### src/sv/gtg_pkg.sv
// Package for the go-to-goal velocity controller: widths, register indexes,
// scaling constants, CORDIC arctangent table and shared types. No dependencies.
package gtg_pkg;

   localparam int CORDIC_STAGES_DEF = 16;
   localparam int ANGLE_BITS_DEF    = 16;

   localparam int POS_W  = 32;
   localparam int HEAD_W = 16;
   localparam int CFG_W  = 24;
   localparam int IDX_W  = 3;
   localparam int ANG_W  = 32;
   // CORDIC datapath width: 33-bit difference plus growth from the rotations.
   localparam int CW     = 36;

   localparam logic [30:0] INV_K_Q30  = 31'd652032874;
   localparam logic [26:0] TWO_PI_Q24 = 27'd105414357;

   typedef enum logic [IDX_W-1:0] {
      REG_DIST_TOL = 3'd0,
      REG_ANG_TOL  = 3'd1,
      REG_LIN_GAIN = 3'd2,
      REG_ANG_GAIN = 3'd3,
      REG_LIN_MAX  = 3'd4,
      REG_ANG_MAX  = 3'd5,
      REG_LIN_MIN  = 3'd6,
      REG_ANG_MIN  = 3'd7
   } reg_idx_type;

   typedef enum logic [1:0] {
      MODE_FACE   = 2'd0,
      MODE_DRIVE  = 2'd1,
      MODE_ALIGN  = 2'd2,
      MODE_ARRIVE = 2'd3
   } mode_type;

   // Payload that travels down the CORDIC chain next to the vector.
   typedef struct packed {
      logic [ANG_W-1:0] th_t;
      logic [ANG_W-1:0] th_c;
   } side_type;

   function automatic logic [ANG_W-1:0] atan_bau(input logic [4:0] s);
      logic [ANG_W-1:0] r;
      case (s)
         5'd0:  r = 32'h20000000;  5'd1:  r = 32'h12E4051E;
         5'd2:  r = 32'h09FB385B;  5'd3:  r = 32'h051111D4;
         5'd4:  r = 32'h028B0D43;  5'd5:  r = 32'h0145D7E1;
         5'd6:  r = 32'h00A2F61E;  5'd7:  r = 32'h00517C55;
         5'd8:  r = 32'h0028BE53;  5'd9:  r = 32'h00145F2F;
         5'd10: r = 32'h000A2F98;  5'd11: r = 32'h000517CC;
         5'd12: r = 32'h00028BE6;  5'd13: r = 32'h000145F3;
         5'd14: r = 32'h0000A2F9;  5'd15: r = 32'h0000517C;
         5'd16: r = 32'h000028BE;  5'd17: r = 32'h0000145F;
         5'd18: r = 32'h00000A2F;  5'd19: r = 32'h00000517;
         5'd20: r = 32'h0000028B;  5'd21: r = 32'h00000145;
         5'd22: r = 32'h000000A2;  5'd23: r = 32'h00000051;
         5'd24: r = 32'h00000028;  5'd25: r = 32'h00000014;
         5'd26: r = 32'h0000000A;  5'd27: r = 32'h00000005;
         5'd28: r = 32'h00000002;  5'd29: r = 32'h00000001;
         default: r = '0;
      endcase
      return r;
   endfunction

endpackage

### src/sv/gtg_regs.sv
// Configuration register file for the controller's tolerances, gains, limits.
// Depends on gtg_pkg.
module gtg_regs (
   input  logic                      clock,
   input  logic                      reset,
   input  logic                      csr_valid,
   output logic                      csr_ready,
   input  logic [gtg_pkg::IDX_W-1:0] csr_index,
   input  logic [gtg_pkg::CFG_W-1:0] csr_data,
   output logic [gtg_pkg::CFG_W-1:0] dist_tol,
   output logic [gtg_pkg::CFG_W-1:0] ang_tol,
   output logic [gtg_pkg::CFG_W-1:0] lin_gain,
   output logic [gtg_pkg::CFG_W-1:0] ang_gain,
   output logic [gtg_pkg::CFG_W-1:0] lin_max,
   output logic [gtg_pkg::CFG_W-1:0] ang_max,
   output logic [gtg_pkg::CFG_W-1:0] lin_min,
   output logic [gtg_pkg::CFG_W-1:0] ang_min
);

   logic [gtg_pkg::CFG_W-1:0] r_ff [8];

   assign csr_ready = 1'b1;

   // Each write lands in the register its index names.
   always_ff @(posedge clock) begin
      if (reset) begin
         r_ff[gtg_pkg::REG_DIST_TOL] <= 24'd3277;
         r_ff[gtg_pkg::REG_ANG_TOL]  <= 24'd66;
         r_ff[gtg_pkg::REG_LIN_GAIN] <= 24'd3277;
         r_ff[gtg_pkg::REG_ANG_GAIN] <= 24'd6554;
         r_ff[gtg_pkg::REG_LIN_MAX]  <= 24'd98304;
         r_ff[gtg_pkg::REG_ANG_MAX]  <= 24'd65536;
         r_ff[gtg_pkg::REG_LIN_MIN]  <= 24'd655;
         r_ff[gtg_pkg::REG_ANG_MIN]  <= 24'd66;
      end else if (csr_valid) begin
         r_ff[csr_index] <= csr_data;
      end
   end

   assign dist_tol = r_ff[gtg_pkg::REG_DIST_TOL];
   assign ang_tol  = r_ff[gtg_pkg::REG_ANG_TOL];
   assign lin_gain = r_ff[gtg_pkg::REG_LIN_GAIN];
   assign ang_gain = r_ff[gtg_pkg::REG_ANG_GAIN];
   assign lin_max  = r_ff[gtg_pkg::REG_LIN_MAX];
   assign ang_max  = r_ff[gtg_pkg::REG_ANG_MAX];
   assign lin_min  = r_ff[gtg_pkg::REG_LIN_MIN];
   assign ang_min  = r_ff[gtg_pkg::REG_ANG_MIN];

endmodule
### config.mk
export PLATFORM = sky130hd
export DESIGN_NAME = gtg_regs
export DESIGN_NICKNAME = d
export VERILOG_FILES = /design/src/sv/gtg_pkg.sv /design/src/sv/gtg_regs.sv
export SDC_FILE = /design/constraint.sdc
export NUM_CORES = 1
export LEC_CHECK = 0
export BUFFER_PORTS_ARGS = -buffer_cell sky130_fd_sc_hd__buf_2
export CAP_MARGIN = 0
export CORE_ASPECT_RATIO = 0.8
export CORE_MARGIN = 10
export CORE_UTILIZATION = 30
export DETAILED_ROUTE_END_ITERATION = 8
export GPL_ROUTABILITY_DRIVEN = 0
export SETUP_SLACK_MARGIN = 0.15
export SYNTH_ARGS = -nofsm -noshare
export SYNTH_HDL_FRONTEND = slang
export SYNTH_SLANG_ARGS = --single-unit
export TNS_END_PERCENT = 10
### constraint.sdc
create_clock -name clock -period 2.7 [get_ports clock]
set_input_delay 0.54 -clock clock [delete_from_list [all_inputs] [get_ports clock]]
set_output_delay 0.54 -clock clock [all_outputs]
set_load 0.01 [all_outputs]
Yosys cells after proc, flatten, opt, wreduce, memory -nomap -nowiden:

Memory sizes are Yosys's and may differ from the RTL's.
Cells that the tools add are included.

* bits in registers: 0
* latch bits: 0
* RAM bits: 192
* bits in read-only memories: 0
* input port bits: 30
* output and inout port bits: 193
* memories kept: 1

* $add $sub $neg: 0
* multipliers: 0
* div/mod/pow operators: 0
* $lt $le $gt $ge: 0
* equality and inequality tests: 0
* shift-type cells: 0
* multiplexer cells: 8
* bitwise gates (word level): 0
* reductions and logical operators: 1

Memories
* r_ff: words 8, bits a word 24, rd ports 8, clocked after Yosys merged registers in 0, write ports 8, RTL line gtg_regs.sv:20 `logic [gtg_pkg::CFG_W-1:0] r_ff [8];`

Operator list (count)
* 2-to-1 mux 24 bit: 1
* OR reduction 24 bit: 1
* 2-to-1 mux 1 bit: 6
* 2-to-1 mux 3 bit: 1

Depth between registers and ports, before layout:

* depth after elaboration: 5
* mapped depth: 4

Worst setup path after synthesis:

Ideal clock, no wire load.

* path kind: input to register
* start: input port csr_valid
* end: memory r_ff[7][0] (netlist bit) (enable)
* library setup time: 0.410 ns
* arrival time: 2.178 ns
* data required time: 2.290 ns
* slack: 0.112 ns
* stages: 4
* path buffers: 2
* cells stage by stage: buf_2 > buf_2 > nand2_1 > o21bai_1

RTL lines
* start: declaration: RTL line gtg_regs.sv:6 `input logic csr_valid,`
* end: declaration: RTL line gtg_regs.sv:20

==> results.txt <==
Status -> complete, no violations
TritonCTS buffer count -> 17
WP buf/inv -> 2
Critical path data required time -> 2.83 ns
Total of max-cap violations -> 0
FFs w/ async S/R, synth -> 0
Port Buffers -> 221
CTS tree -> done
Mapped Cells -> 462
Via count -> 4789
Logic pwr share -> 0.093
Fillers -> 2245
Area contributors post-synth -> edfxtp_1 (79%), and3_1 (8.4%), nor2_1 (3.1%), or3_1 (2.7%), nand4b_1 (1.8%)
Lkg Pwr -> 3.94 nW
Seq/Total Area, Yosys -> 0.790
Antenna Violating Nets Remaining -> 0
Place WS -> 0.601 ns
Top_reg_cell synth -> edfxtp_1
Fin. Hold Viols -> 0
Power Dens Cells -> 713 nW/um2
Sw Share -> 0.256
Number of gates resized after cts -> 0
Initial cell density of the core -> 0.309
Setup WS post-layout -> 1.03 ns
Post-CTS setup buffers -> 0
Final HPWL DP -> 16600 um
Top reg by flops -> r_ff
Layout cells sized above 1 -> 0.404
# diodes -> 0
F_max -> 599 MHz
Vias in the first global route -> 4920
RSZ-0062 raised after global routing -> false
Delay-heaviest family, CP -> buffers and inverters
Global-route wire length before repair -> 33800 um
Avg WL per Cell -> 23.1 um
Post-synth top area cell -> edfxtp_1
Crit-path slowest cell -> a21o_1
Total wire length -> 23300 um
Crit path DAT -> 1.80 ns
Reg power frac -> 0.527
Kind of critical path -> input port to flop
Htree depth -> 4
Via density -> 4.75
DRC -> 0
Sw Pwr -> 0.00172 W
Multi-input gate area -> 1370 um2
Drt pass-1 iters -> 5
#FFs+latches synth -> 192
Gr ovfl total -> 0
YS warnings -> 0
Yosys top cell area share -> 0.790
Syn nets -> 492
Hold Crit Start -> csr_data[22]
Max incr delay on CP -> 0.39 ns
Final period utilization -> 0.619
Max-slew violation count -> 0
EDFF count, synth -> 192
Int Pwr -> 0.00500 W
Die area -> 31000 um2
Max Root-Sink Buffers -> 2
Largest regs -> r_ff x192
Clock network fraction of total power -> 0.380
Die Y -> 160 um
CP startpoint -> csr_valid
Die X -> 194 um
# hold bufs at CTS -> 0
Peak supply drop -> 0.000420 V
Initial drt markers -> 319
Max FFs per register -> 192
Syn_area_per_cell -> 15.8 um2
Cells along the critical path -> buf_2, nor2b_1, a21o_1, buf_12
Synth Cell Area -> 7300 um2
Final setup violation count -> 0
CP Capture Type -> flop
Setup TNS -> 0 ns
Library cells used by synthesis -> 23
Max Fanout on Critical Path -> 21
Area growth from synthesis to layout -> 29.2%
IO Count -> 223
Rows -> 50
Minimum clock period -> 1.67 ns
Crit start category -> input port
Nets -> 713
Largest net degree at the start of global routing -> 76
Reg clk slew, reported paths -> 0.07 ns
Sequential cell area -> 5770 um2
Total GRT Usage -> 0.147
HP Class -> input port to flop
CTS Root Cell -> clkbuf_16
Clk sinks -> 192
Core ar. -> 23600 um2
Initial antenna violation count -> 2
==> logic make-up (layout without fill, tap and decap cells) <==
logic type             Yosys count  in the layout  synth area share
AO/OA/AOI/OAI                    8              8           0.00823
buffers and inverters           39            273            0.0262
AND/OR/NAND/NOR                222            222             0.175
other                            1              1          0.000514
flip-flops                     192            192             0.790
==> cell usage in the layout (no fill, tap or decap), types with 2 or more instances in the layout <==
| cell type | netlist | routed |
|---|---|---|
| clkinvlp_4 | 0 | 2 |
| or3_1 | 32 | 32 |
| a21o_1 | 4 | 4 |
| buf_4 | 1 | 16 |
| nor2_1 | 61 | 60 |
| nand2_1 | 4 | 4 |
| and3_1 | 98 | 98 |
| clkbuf_16 | 0 | 17 |
| buf_12 | 0 | 4 |
| buf_2 | 21 | 221 |
| edfxtp_1 | 192 | 192 |
| o21bai_2 | 0 | 4 |
| nand4b_1 | 15 | 15 |
| nor2b_2 | 0 | 2 |
| inv_6 | 0 | 3 |
| clkinv_8 | 0 | 2 |
| inv_8 | 0 | 5 |
| nand2b_1 | 2 | 2 |
==> cells in the mapped netlist (2+ instances only) <==
master and n:
nand2b_1 2, nand4b_1 15, clkbuf_1 14, buf_6 2, and3_1 98, nor2b_1 3
nand2_1 4, or3_1 32, edfxtp_1 192, buf_2 21, a21o_1 4, nor2_1 61
o21bai_1 4
==> power groups by stage <==
stage                     sequential, W  clock, W  combinational (W)
after floorplan                 0.00371         0           0.000146
after global placement          0.00361         0           0.000631
after detailed placement        0.00361         0           0.000641
after CTS                       0.00355   0.00261           0.000641
after global routing            0.00356   0.00273           0.000676
final                           0.00354   0.00255           0.000624
==> routing by layer <==
metal  vias up  global-route usage  wire length (um)
met5         -                   0                33
met4         4              0.0377               282
met3        22              0.0509              1950
met2       223               0.228             10700
met1      2361               0.191             10300
li1       2179                   -                 -
==> cell type report <==
type	instances	area share
Clock buffer	17	0.0451
Sequential cell	192	0.611
Tap cell	312	0.0414
Timing Repair Buffer	241	0.139
Multi-Input combinational cell	231	0.145
Clock inverter	15	0.0183
==> stage by stage <==
stage | utilization | area (um2) | power [W] | hold slack [ns] | std cells
finish | 0.399 | 9430 | 0.00672 | 0.479 | 1008
global route | 0.399 | 9430 | 0.00697 | 0.478 | 1008
CTS | 0.399 | 9430 | 0.00680 | 0.446 | 1008
detailed placement | 0.373 | 8830 | 0.00425 | 0.909 | 976
global placement | 0.373 | 8830 | 0.00424 | 0.912 | 976
floorplan | - | 7300 | 0.00385 | 0.717 | 462
==> final timing paths <==
path                                     to  slack (ns)  depth (start not counted)
setup / recovery  r_ff[2][22]$_SDFFCE_PN0P_        1.03                          4
hold / removal    r_ff[4][22]$_SDFFCE_PN0P_        0.48                          2
(Power assumes the default switching activity.)
