===== src/sv/gtg_pkg.sv =====
// Package for the go-to-goal velocity controller: widths, register indexes,
// scaling constants, CORDIC arctangent table and shared types. No dependencies.
package gtg_pkg;

   localparam int CORDIC_STAGES_DEF = 16;
   localparam int ANGLE_BITS_DEF    = 16;

   localparam int POS_W  = 32;
   localparam int HEAD_W = 16;
   localparam int CFG_W  = 24;
   localparam int IDX_W  = 3;
   localparam int ANG_W  = 32;
   // CORDIC datapath width: 33-bit difference plus growth from the rotations.
   localparam int CW     = 36;

   localparam logic [30:0] INV_K_Q30  = 31'd652032874;
   localparam logic [26:0] TWO_PI_Q24 = 27'd105414357;

   typedef enum logic [IDX_W-1:0] {
      REG_DIST_TOL = 3'd0,
      REG_ANG_TOL  = 3'd1,
      REG_LIN_GAIN = 3'd2,
      REG_ANG_GAIN = 3'd3,
      REG_LIN_MAX  = 3'd4,
      REG_ANG_MAX  = 3'd5,
      REG_LIN_MIN  = 3'd6,
      REG_ANG_MIN  = 3'd7
   } reg_idx_type;

   typedef enum logic [1:0] {
      MODE_FACE   = 2'd0,
      MODE_DRIVE  = 2'd1,
      MODE_ALIGN  = 2'd2,
      MODE_ARRIVE = 2'd3
   } mode_type;

   // Payload that travels down the CORDIC chain next to the vector.
   typedef struct packed {
      logic [ANG_W-1:0] th_t;
      logic [ANG_W-1:0] th_c;
   } side_type;

   function automatic logic [ANG_W-1:0] atan_bau(input logic [4:0] s);
      logic [ANG_W-1:0] r;
      case (s)
         5'd0:  r = 32'h20000000;  5'd1:  r = 32'h12E4051E;
         5'd2:  r = 32'h09FB385B;  5'd3:  r = 32'h051111D4;
         5'd4:  r = 32'h028B0D43;  5'd5:  r = 32'h0145D7E1;
         5'd6:  r = 32'h00A2F61E;  5'd7:  r = 32'h00517C55;
         5'd8:  r = 32'h0028BE53;  5'd9:  r = 32'h00145F2F;
         5'd10: r = 32'h000A2F98;  5'd11: r = 32'h000517CC;
         5'd12: r = 32'h00028BE6;  5'd13: r = 32'h000145F3;
         5'd14: r = 32'h0000A2F9;  5'd15: r = 32'h0000517C;
         5'd16: r = 32'h000028BE;  5'd17: r = 32'h0000145F;
         5'd18: r = 32'h00000A2F;  5'd19: r = 32'h00000517;
         5'd20: r = 32'h0000028B;  5'd21: r = 32'h00000145;
         5'd22: r = 32'h000000A2;  5'd23: r = 32'h00000051;
         5'd24: r = 32'h00000028;  5'd25: r = 32'h00000014;
         5'd26: r = 32'h0000000A;  5'd27: r = 32'h00000005;
         5'd28: r = 32'h00000002;  5'd29: r = 32'h00000001;
         default: r = '0;
      endcase
      return r;
   endfunction

endpackage


===== src/sv/gtg_cell.sv =====
// One CORDIC vectoring cell: a single micro-rotation and its pipeline register.
// Depends on gtg_pkg.
module gtg_cell #(
   parameter int STAGE = 0
) (
   input  logic                        clock,
   input  logic                        reset,
   input  logic                        en,
   input  logic                        v_in,
   input  logic signed [gtg_pkg::CW-1:0] x_in,
   input  logic signed [gtg_pkg::CW-1:0] y_in,
   input  logic [gtg_pkg::ANG_W-1:0]   z_in,
   input  gtg_pkg::side_type           s_in,
   output logic                        v_out,
   output logic signed [gtg_pkg::CW-1:0] x_out,
   output logic signed [gtg_pkg::CW-1:0] y_out,
   output logic [gtg_pkg::ANG_W-1:0]   z_out,
   output gtg_pkg::side_type           s_out
);

   localparam int SH = STAGE % 32;
   localparam logic [4:0] SIDX = 5'(SH);

   logic signed [gtg_pkg::CW-1:0] xs, ys, x_in_c, y_in_c;
   logic [gtg_pkg::ANG_W-1:0]     z_in_c, at;
   logic                          v_ff;
   logic signed [gtg_pkg::CW-1:0] x_ff, y_ff;
   logic [gtg_pkg::ANG_W-1:0]     z_ff;
   gtg_pkg::side_type             s_ff;

   // Arithmetic shifts floor negative values, as the rotation needs.
   assign xs = x_in >>> SH;
   assign ys = y_in >>> SH;
   assign at = gtg_pkg::atan_bau(SIDX);

   // Rotate toward the x axis by the sign of y.
   always_comb begin
      if (y_in > 0) begin
         x_in_c = x_in + ys;
         y_in_c = y_in - xs;
         z_in_c = z_in + at;
      end else begin
         x_in_c = x_in - ys;
         y_in_c = y_in + xs;
         z_in_c = z_in - at;
      end
   end

   always_ff @(posedge clock) begin
      if (reset) begin
         v_ff <= 1'b0;
      end else if (en) begin
         v_ff <= v_in;
      end
   end

   always_ff @(posedge clock) begin
      if (en) begin
         x_ff <= x_in_c;
         y_ff <= y_in_c;
         z_ff <= z_in_c;
         s_ff <= s_in;
      end
   end

   assign v_out = v_ff;
   assign x_out = x_ff;
   assign y_out = y_ff;
   assign z_out = z_ff;
   assign s_out = s_ff;

endmodule


===== config.mk =====
export PLATFORM = sky130hd
export DESIGN_NAME = gtg_cell
export DESIGN_NICKNAME = d
export VERILOG_FILES = /design/src/sv/gtg_pkg.sv /design/src/sv/gtg_cell.sv
export SDC_FILE = /design/constraint.sdc
export NUM_CORES = 1
export LEC_CHECK = 0
export BUFFER_PORTS_ARGS = -buffer_cell sky130_fd_sc_hd__clkbuf_2
export CAP_MARGIN = 10
export CORE_MARGIN = 2
export CORE_UTILIZATION = 45
export CTS_BUF_LIST = sky130_fd_sc_hd__clkbuf_8
export CTS_CLUSTER_SIZE = 20
export DETAILED_ROUTE_END_ITERATION = 6
export GPL_TIMING_DRIVEN = 0
export PLACE_DENSITY_LB_ADDON = 0.3
export SLEW_MARGIN = 10
export SYNTH_ARGS = -nofsm -noshare
export SYNTH_HDL_FRONTEND = slang
export SYNTH_SLANG_ARGS = --single-unit

===== constraint.sdc =====
create_clock -name clock -period 7.1 [get_ports clock]
set_input_delay 0.355 -clock clock [delete_from_list [all_inputs] [get_ports clock]]
set_output_delay 0.355 -clock clock [all_outputs]
set_load 0.02 [all_outputs]

Word level (Yosys, flattened, before mapping)
Index checks and enable logic that the tools add are counted.
W data, S select, Z words.
{"block": "totals", "ff_bits": 169, "latchBits": 0, "ram_bits": 0, "rom_bits": 0, "input_bits": 172, "output_inout_bits": 169, "word_cells": 15, "memories": 0}
{"block": "classes", "n_addsub": 5, "multipliers": 0, "n_div": 0, "order_cmp": 1, "n_eq_ne": 0, "shift": 0, "mux": 3, "bitwise_logic": 0, "n_reduce_logical": 0}
{"operator": "$mux W36", "n": 2}
{"operator": "$sub A36 B36 Y36", "n": 2}
{"operator": "$add A36 B36 Y36", "n": 1}
{"operator": "$gt A36 B1 Y1 const B", "n": 1}
{"operator": "$add A32 B30 Y32 const B", "n": 1}
{"operator": "$mux W32", "n": 1}
{"operator": "$sub A32 B30 Y32 const B", "n": 1}

Depth between registers and ports, before layout
Gate-level depths: netlist (run 1).
{"block": "logic_depth", "ltp_word": 2, "ltp_mapped": 13, "ltp_nobuf": 13}

Worst setup path before layout (run 1)
Ideal clock, no wire load.
{"block": "synth_timing", "path_type": "input port to flip-flop", "startpoint": "input x_in[5] (netlist bit)", "endpoint": "register x_ff (netlist bit x_out[32]), data pin", "setup_ns": 0.260, "t_arrival_ns": 2.672, "required_ns": 6.840, "slack_ns": 4.168, "cell_stages": 13, "path_buffers": 1, "path_cell_list": "inv_1 ha_1 buf_6 nor4_4 and2b_1 o211ai_1 and3_1 a221oi_4 o21ai_1 o31a_1 o221ai_1 a21oi_1 xnor2_1"}
{"block": "synth_via", "elab_chain_len": 2, "elab_cells_between_ends": 3, "classes_between": "2 x add/sub; 1 x mux"}
{"element": "from (decl)", "line_no": "gtg_cell.sv:10", "rtl": "input logic signed [gtg_pkg::CW-1:0] x_in,"}
{"element": "$sub A36 B36 Y36 or $add A36 B36 Y36 (tied branches)", "line_no": "gtg_cell.sv:43, gtg_cell.sv:39"}
{"element": "$mux W36 (*)", "line_no": "gtg_cell.sv:38", "rtl": "if (y_in > 0) begin"}
{"element": "via x_in_c (one bit)", "line_no": "gtg_cell.sv:24", "rtl": "logic signed [gtg_pkg::CW-1:0] xs, ys, x_in_c, y_in_c;"}
{"element": "to (signal assigned)", "line_no": "gtg_cell.sv:59", "rtl": "x_ff <= x_in_c;"}
{"element": "to (decl)", "line_no": "gtg_cell.sv:27", "rtl": "logic signed [gtg_pkg::CW-1:0] x_ff, y_ff;"}
Mark *: on every way through the listed nets, which the timed path passes. The rest lies on a longest branch.
A chain may end at the register's enable or synchronous reset.

Final worst setup path (run 1)
{"block": "layout_timing", "startpoint": "input y_in[26] (netlist bit)", "endpoint": "register z_ff (netlist bit z_out[31]), data pin"}
{"block": "layout_via", "elab_chain_len": 2}
{"element": "from (decl)", "line_no": "gtg_cell.sv:11", "rtl": "input logic signed [gtg_pkg::CW-1:0] y_in,"}
{"element": "$gt A36 B1 Y1", "line_no": "gtg_cell.sv:38"}
{"element": "$mux W32", "line_no": "gtg_cell.sv:38"}
{"element": "via z_in_c (one bit)", "line_no": "gtg_cell.sv:25", "rtl": "logic [gtg_pkg::ANG_W-1:0] z_in_c, at;"}
{"element": "to (signal assigned)", "line_no": "gtg_cell.sv:61", "rtl": "z_ff <= z_in_c;"}
{"element": "to (decl)", "line_no": "gtg_cell.sv:28", "rtl": "logic [gtg_pkg::ANG_W-1:0] z_ff;"}
The timed path passes the listed nets, and every way through them passes these cells.

==> results by group, run 1 <==
Pwr
  • Flop pwr share: 0.430
  • Lkg Pwr: roughly 6.3 nW
  • Combinational Power Share: 0.331
  • Pwr per Cell Area: about 210 mW/mm2
  • Sw Ratio: 0.378
  • Int Power: 1.84 mW
  • Sw Pwr: roughly 1.1 mW
  • VDD IR max: approximately 0.14 mV
  • Power share of the clock group: 0.239

Yosys
  • Synth Area per Inst: about 10 um2
  • Async S/R FF share, synth: 0
  • FF+latch count, synth: about 170
  • Synth Instances: 1134
  • Synthesized area: ~0.011 mm2
  • Syn Nets: around 1400
  • Post-synth EDFFs: between 150 and 200
  • Seq/Total Area, Yosys: 0.442
  • Ys flop type: edfxtp_1
  • Netlist cell types: between 70 and 80
  • Synth warnings: 0

Setup path
  • Reg2Reg Setup Slack: ~6.5 ns
  • Kind of critical path: in -> reg
  • WP data required: around 7.3 ns
  • Startpoint types: input port
  • R2r endpoint: v_out
  • R2R Path Start: v_out
  • CP Max Fanout: 10
  • R2r worst-path depth: 2
  • Worst path arrival time: just over 4 ns
  • Crit path capture type: register

Outcome
  • Status: finished clean

Hold path
  • Worst Hold Endpoint: v_out
  • Min-delay worst type: in -> reg
  • Worst Hold Path Cells: 2
  • Min-Delay Startpoint: reset

Clocking
  • Worst-path clk slew: around 0.11 ns
  • Clock latency on the worst-skew pair: around 0.46 ns
  • CTS root buf: clkbuf_8
  • TritonCTS buffer count: 17
  • CTS tree: done
  • H-tree depth: 4
  • Cts repair resizes: 0
  • Hold_buf cts: 0
  • Clock sink count: 168
  • CTS Buffer Depth: 2
  • Setup Buffers After CTS: 0

Placed design
  • GP Congestion: approximately 1
  • Detail Placement HPWL: roughly 31000 um
  • Port bufs: 340

STA
  • Achievable Freq: ~0.25 GHz
  • Relative slew slack: 0.152
  • Crit path time final: between 3 and 4 ns
  • Max-slew violations: 0
  • RSZ-0062 raised after global routing: false
  • Final setup viols: 0
  • Final Hold Vio Count: 0
  • Clk_skew: 0 ns
  • Final period util: 0.557
  • Setup TNS: 0 ns
  • Worst-Margin Slew: 1.26 ns

Die
  • Die X: between 150 and 200 um
  • Starting Density: 0.455
  • Die H: around 160 um
  • Row cnt: 58
  • IO Pins: approximately 340
  • Die area: 0.0266 mm2
  • Core area: approximately 0.025 mm2

Layout
  • # nets final: 1775
  • Ant. Diodes: 0
  • Fraction of layout cells with a size suffix above 1: 0.265
  • Layout Utilization: 0.557
  • Area Overhead vs Synth: 22.5%

Routing
  • Routed wire length: roughly 38000 um
  • M1 wire length: 14900 um
  • DRT Pass-1 Iters: 7
  • Met3 routed WL: 3070 um
  • DR DRC count: 0
  • DR iter-0 viols: about 1200
  • DR vias/cell: around 5.7
  • Detailed-route via count: roughly 10000
  • Uppermost layer routed: met4
  • ANT nets after route: 0
  • Wire length per cell: a little over 20 um
  • Wire length on met2: 18300 um

Global route
  • Initial antenna violation count: 0
  • Vias in the first global route: 9961
  • Global Route Usage Sum: 0.278
  • Grt ovf: 0
  • Maximum number of pins on one net before global-route repair: between 100 and 150
  • Global-route wire length before repair: 56100 um

Run
  • Max-cap violations: 0
-- cells in the mapped netlist, types with 8 or more instances --
cell type | n | area [um2]
a211oi_1 | 8 | 60.1
nor2_1 | 79 | 297
o21bai_1 | 32 | 240
inv_1 | 112 | 420
nor3_1 | 26 | 130
a21o_1 | 33 | 248
nand2b_1 | 9 | 56.3
nor2b_1 | 11 | 68.8
buf_2 | 9 | 45.0
o31ai_1 | 8 | 60.1
o21ai_0 | 62 | 310
ha_1 | 105 | 1310
o211ai_1 | 9 | 67.6
xnor2_1 | 63 | 552
mux2i_1 | 21 | 210
nor4_1 | 14 | 87.6
nand4_1 | 11 | 68.8
clkbuf_1 | 31 | 116
nand2_1 | 52 | 195
a21oi_1 | 133 | 666
nand3_1 | 12 | 60.1
o21a_1 | 10 | 75.1
edfxtp_1 | 167 | 5010
-- worst max-delay path, stage by stage --
cell and delay [ns]:
clkbuf_2 0.12, nor4_1 0.63, nand4_1 0.25, nor2_1 0.27
nand4_1 0.29, and2_1 0.27, clkbuf_1 0.17, inv_1 0.12
clkbuf_1 0.53, clkbuf_1 0.58, fa_1 0.32, xnor2_1 0.14
xnor2_1 0.09
-- worst max-delay path by stage --
stage	startpoint	endpoint	slack, ns
global placement	y_in[26]	x_out[21]	2.79
finish	y_in[26]	z_out[31]	3.14
global route	y_in[26]	z_out[31]	3.04
floorplan	x_in[5]	x_out[32]	4.17
CTS	y_in[26]	x_out[21]	3.34
detailed placement	y_in[26]	x_out[21]	2.83
-- layout make-up --
class / instances / area (um2)
clock buffer: 17 / 234
inverter: 117 / 439
timing repair buffer: 341 / 1740
buffer: 47 / 199
fill: 2254 / 11100
multi-input combinational: 802 / 5720
clock inverter: 15 / 176
sequential: 168 / 5030
tap: 330 / 413
-- power by group through the flow --
| stage | Clock (mW) | Combinational [mW] | Sequential (mW) |
|---|---|---|---|
| after CTS | 0.726 | 0.967 | 1.28 |
| after detailed placement | 0 | 0.963 | 1.30 |
| final | 0.706 | 0.978 | 1.27 |
| after global routing | 0.762 | 1.05 | 1.28 |
| after floorplan | 0 | 0.444 | 1.45 |
| after global placement | 0 | 0.960 | 1.30 |
-- metal layers --
metal / vias to the layer above / global-route usage
li1: 4842 / -
met5: - / 0
met1: 4873 / 0.342
met3: 99 / 0.0470
met4: 0 / 0.130
met2: 590 / 0.477
-- kinds of logic after synthesis --
kind of cell / Yosys count / share of synthesized area
AO/OA/AOI/OAI: 363 / 0.206
XOR/XNOR: 70 / 0.0538
adder cells (fa/ha/maj): 109 / 0.122
buffers and inverters: 164 / 0.0560
flip-flops: 168 / 0.442
multiplexers: 21 / 0.0185
AND/OR/NAND/NOR: 239 / 0.102
-- sequential cells by signal, indices dropped and copies added (netlist names) --
| register | flops |
|---|---|
| s_out | 64 |
| v_out | 1 |
| x_out | 36 |
| y_out | 35 |
| z_out | 32 |
-- layout by cell type (no fill, tap or decap), types with 14 or more instances in the layout --
cell type  instances
nand2_1           52
o21ai_0           62
nor3_1            26
a21oi_1          133
a21o_1            33
clkbuf_1          31
clkbuf_8          18
ha_1             105
nor2_1            79
clkbuf_2         339
mux2i_1           21
edfxtp_1         167
inv_1            112
xnor2_1           63
nor4_1            14
o21bai_1          32
-- per-stage QoR --
step | setup slack, ns | area (um2) | hold WS (ns) | power (mW) | instances
after global routing | 3.04 | 14000 | 0.00471 | 3.09 | 1837
after CTS | 3.34 | 14000 | 0.00794 | 2.97 | 1837
after detailed placement | 2.83 | 13500 | 0.497 | 2.26 | 1805
after global placement | 2.79 | 13500 | 0.478 | 2.26 | 1804
final | 3.14 | 14000 | 0.0359 | 2.96 | 1837
after floorplan | 4.17 | 11400 | 0.427 | 1.89 | 1134
Power figures use the tool's default switching activity.
==> run 2: changes to the inputs <==
--- a/config.mk
+++ b/config.mk
@@ -5,6 +5,7 @@
 export SDC_FILE = /design/constraint.sdc
 export NUM_CORES = 1
 export LEC_CHECK = 0
+export ABC_AREA = 1
 export BUFFER_PORTS_ARGS = -buffer_cell sky130_fd_sc_hd__clkbuf_2
 export CAP_MARGIN = 10
 export CORE_MARGIN = 2
==> constraint.sdc (replaced) <==
create_clock -name clock -period 4.1 [get_ports clock]
set_input_delay 0.205 -clock clock [delete_from_list [all_inputs] [get_ports clock]]
set_output_delay 0.205 -clock clock [all_outputs]
set_load 0.02 [all_outputs]
==> run 2 against run 1 <==
Wire length grew 32%. Synthesized cell count grew 59%. Flip-flop and latch count is the same. Register-to-register slack lost 3.1 ns. Critical endpoint unchanged.
==> results by group, run 2 <==
Outcome
  • Status: finished clean (unchanged)

Layout
  • Commonest non-fill, non-tap cell in the layout: nand2_1 (was clkbuf_2)
  • Area Overhead vs Synth: 26.8% (was 22.5%)
  • Most frequent cells in the layout: nand2_1, clkbuf_2, inv_1 (was clkbuf_2, edfxtp_1, a21oi_1)
  • Fraction of layout cells with a size suffix above 1: 0.223 (was 0.265)
  • # nets final: 2537 (was 1775)
  • Ant. Diodes: 0 (unchanged)
  • Non-filler cells, final: 2659 (was 1837)
  • Post-route cell area: 0.0170 mm2 (was 0.0140 mm2)
  • Largest register FFs: 64 (unchanged)

Routing
  • DR DRC count: 0 (unchanged)
  • Detailed-route via count: 13800 (was 10400)
  • DR vias/cell: 5.20 (was 5.66)
  • ANT nets after route: 0 (unchanged)
  • Wire length per cell: 19.0 um (was 20.7 um)
  • Routed wire length: 50400 um (was 38100 um)
  • DRT Pass-1 Iters: 7 (unchanged)
  • DR iter-0 viols: 1115 (was 1217)

Placed design
  • Detail Placement HPWL: 40300 um (was 30600 um)
  • Port bufs: 340 (unchanged)
  • Placed cell area: 0.0156 mm2 (was 0.0135 mm2)
  • Inst Count DP: 2532 (was 1805)
  • GP Congestion: 1.01 (was 0.998)

Die
  • Die X: 177 um (was 163 um)
  • Row cnt: 63 (was 58)
  • IO Pins: 341 (unchanged)
  • Core area: 0.0295 mm2 (was 0.0250 mm2)
  • Starting Density: 0.454 (was 0.455)
  • Die area: 0.0312 mm2 (was 0.0266 mm2)
  • Die H: 177 um (was 163 um)

Clocking
  • CTS Buffer Depth: 2 (unchanged)
  • Worst-path clk slew: 0.10 ns (was 0.11 ns)
  • CTS tree: done (unchanged)
  • Cts repair resizes: 0 (unchanged)
  • Clock latency on the worst-skew pair: 0.47 ns (was 0.46 ns)
  • CTS root buf: clkbuf_8 (unchanged)
  • H-tree depth: 4 (unchanged)
  • TritonCTS buffer count: 17 (unchanged)
  • Clock sink count: 168 (unchanged)

Pwr
  • Total power: 5.46 mW (was 2.96 mW)
  • VDD IR max: 0.214 mV (was 0.142 mV)
  • Lkg Pwr: 8.67 nW (was 6.30 nW)
  • Pwr per Cell Area: 322 mW/mm2 (was 212 mW/mm2)

Global route
  • Global-route wire length before repair: 74400 um (was 56100 um)
  • Initial antenna violation count: 0 (unchanged)
  • Maximum number of pins on one net before global-route repair: 102 (was 107)
  • Vias in the first global route: 13400 (was 9961)
  • Global Route Usage Sum: 0.320 (was 0.278)
  • Grt ovf: 0 (unchanged)

Setup path
  • Critical path startpoint: y_in[1] (was y_in[26])
  • WP data required: 4.33 ns (was 7.29 ns)
  • Crit-path slowest cell: buf_2 (was nor4_1)
  • Crit path largest cell delay: 0.39 ns (was 0.63 ns)
  • Crit path capture type: register (unchanged)
  • Startpoint types: input port (unchanged)
  • CP Max Fanout: 10 (unchanged)
  • R2R Path Start: v_out (unchanged)
  • Worst-path cell chain: clkbuf_2, inv_1, nand4_1, nor2_1, nand4_1, nand2_2, buf_2, fa_1, xnor2_1, xor2_1, inv_1 (was clkbuf_2, nor4_1, nand4_1, nor2_1, nand4_1, and2_1, clkbuf_1, inv_1, clkbuf_1, clkbuf_1, fa_1, xnor2_1, xnor2_1)
  • Kind of critical path: in -> reg (unchanged)
  • Worst path arrival time: 2.58 ns (was 4.14 ns)

STA
  • Relative slew slack: 0.365 (was 0.152)
  • Crit path time final: around 2.3 ns
  • Final period util: 0.573
  • Clk_skew: 0 ns (unchanged)
  • Final setup viols: 0 (unchanged)
  • Worst-Margin Slew: 0.952 ns (was 1.26 ns)
  • Achievable Freq: approximately 0.43 GHz
  • Final Hold Vio Count: 0 (unchanged)
  • Max-slew violations: 0 (unchanged)
  • Setup TNS: 0 ns (unchanged)
  • RSZ-0062 raised after global routing: false (unchanged)
  • Hold_ws: 0.0525 ns (was 0.0359 ns)

Yosys
  • Netlist cell types: 42 (was 74)
  • FF+latch count, synth: 168 (unchanged)
  • Syn Nets: 2082 (was 1415)
  • Seq/Total Area, Yosys: 0.376 (was 0.442)
  • Synthesized area: 0.0134 mm2 (was 0.0114 mm2)
  • Synth warnings: 0 (unchanged)
  • Synth top cells by count: nand2_1, inv_1, edfxtp_1 (was edfxtp_1, a21oi_1, inv_1)
  • Count leader, synth: nand2_1 (was edfxtp_1)
  • Ys flop type: edfxtp_1 (unchanged)
  • Synth Instances: 1801 (was 1134)
  • Post-synth EDFFs: 167 (unchanged)
  • Async S/R FF share, synth: 0 (unchanged)
  • Yosys top cell area share: 0.374 (was 0.440)
  • Synth Area per Inst: 7.44 um2 (was 10.0 um2)
  • Cell taking the most area after synthesis: edfxtp_1 (unchanged)
  • Dominant cells by area after synthesis: edfxtp_1, nand2_1, ha_1 (was edfxtp_1, ha_1, a21oi_1)

Run
  • Max-cap violations: 0 (unchanged)

Hold path
  • Min-delay worst type: in -> reg (unchanged)
  • Min-Delay Startpoint: v_in (was reset)
[run 2: cell count changes after synthesis, sizes merged, moves of 21 or more]
| cell | before | now |
|---|---|---|
| nand3 | 12 | 167 |
| a21o | 33 | 2 |
| a21oi | 133 | 112 |
| xor2 | 7 | 40 |
| nor2 | 79 | 151 |
| clkbuf | 31 | 3 |
| xnor2 | 63 | 1 |
| nand2 | 52 | 549 |
| buf | 16 | 43 |
| inv | 112 | 298 |
[run 2: cell families (layout without fill, tap and decap cells)]
logic type,after synthesis,in the layout,synth area share
muxes,1,1,0.000747
buffers and inverters,344,812,0.107
AOI/OAI and AO/OA,221,221,0.0900
xor gates and xnor gates,41,41,0.0268
adders and majority gates,109,109,0.104
DFF,168,168,0.376
and+or+nand+nor,917,917,0.296
[run 2: layout make-up]
| class | count | area, um2 |
|---|---|---|
| clock buffers | 17 | 234 |
| inverters | 298 | 1120 |
| repair buffers | 436 | 2690 |
| plain buffers | 46 | 312 |
| fillers | 2761 | 12500 |
| flip-flops and latches | 168 | 5030 |
| clock inverters | 15 | 180 |
| well taps | 390 | 488 |
| multi-input cells | 1289 | 6930 |
[run 2: worst max-delay path: cells and delay by family]
kind                       cells  cell delay, ns
and+or+nand+nor                4            0.91
buffers and inverters          4            0.86
xor gates and xnor gates       2            0.30
adders and majority gates      1            0.27
[run 2: metrics by stage]
step	utilization	worst slack, ns
detailed placement	0.530	1.29
global placement	0.529	0.416
global route	0.576	1.70
floorplan	-	2.25
CTS	0.576	1.79
finish	0.576	1.75
[run 2: worst paths after layout]
check | to | slack [ns] | depth (start not counted)
worst max register to register | v_out | 3.42 | 2
worst min register to register | v_out | 0.60 | 2
worst min-delay path | v_out | 0.05 | 3
worst max-delay path | z_out[31] | 1.75 | 11
[run 2: metal layers]
| layer | GRT usage | wire (um) | vias up |
|---|---|---|---|
| met5 | 0 | 0 | - |
| met4 | 0.137 | 2130 | 0 |
| met3 | 0.0474 | 4190 | 101 |
| met2 | 0.536 | 23300 | 636 |
| met1 | 0.412 | 20800 | 6400 |
| li1 | - | - | 6683 |
[run 2: report_power, final]
group / leakage [nW] / switching, mW / internal (mW)
combinational: 6.82 / 1.38 / 0.648
clock: 0.202 / 0.752 / 0.516
sequential: 1.64 / 0.0506 / 2.12
total: 8.67 / 2.18 / 3.28
[run 2: timing repair]
| action | 4_1_cts | 5_1_grt |
|---|---|---|
| hold buffers | 95 | 0 |
| setup buffers | 0 | 0 |
| endpoints found under the setup margin | 0 | 0 |
| endpoints found under the hold margin | 95 | 0 |
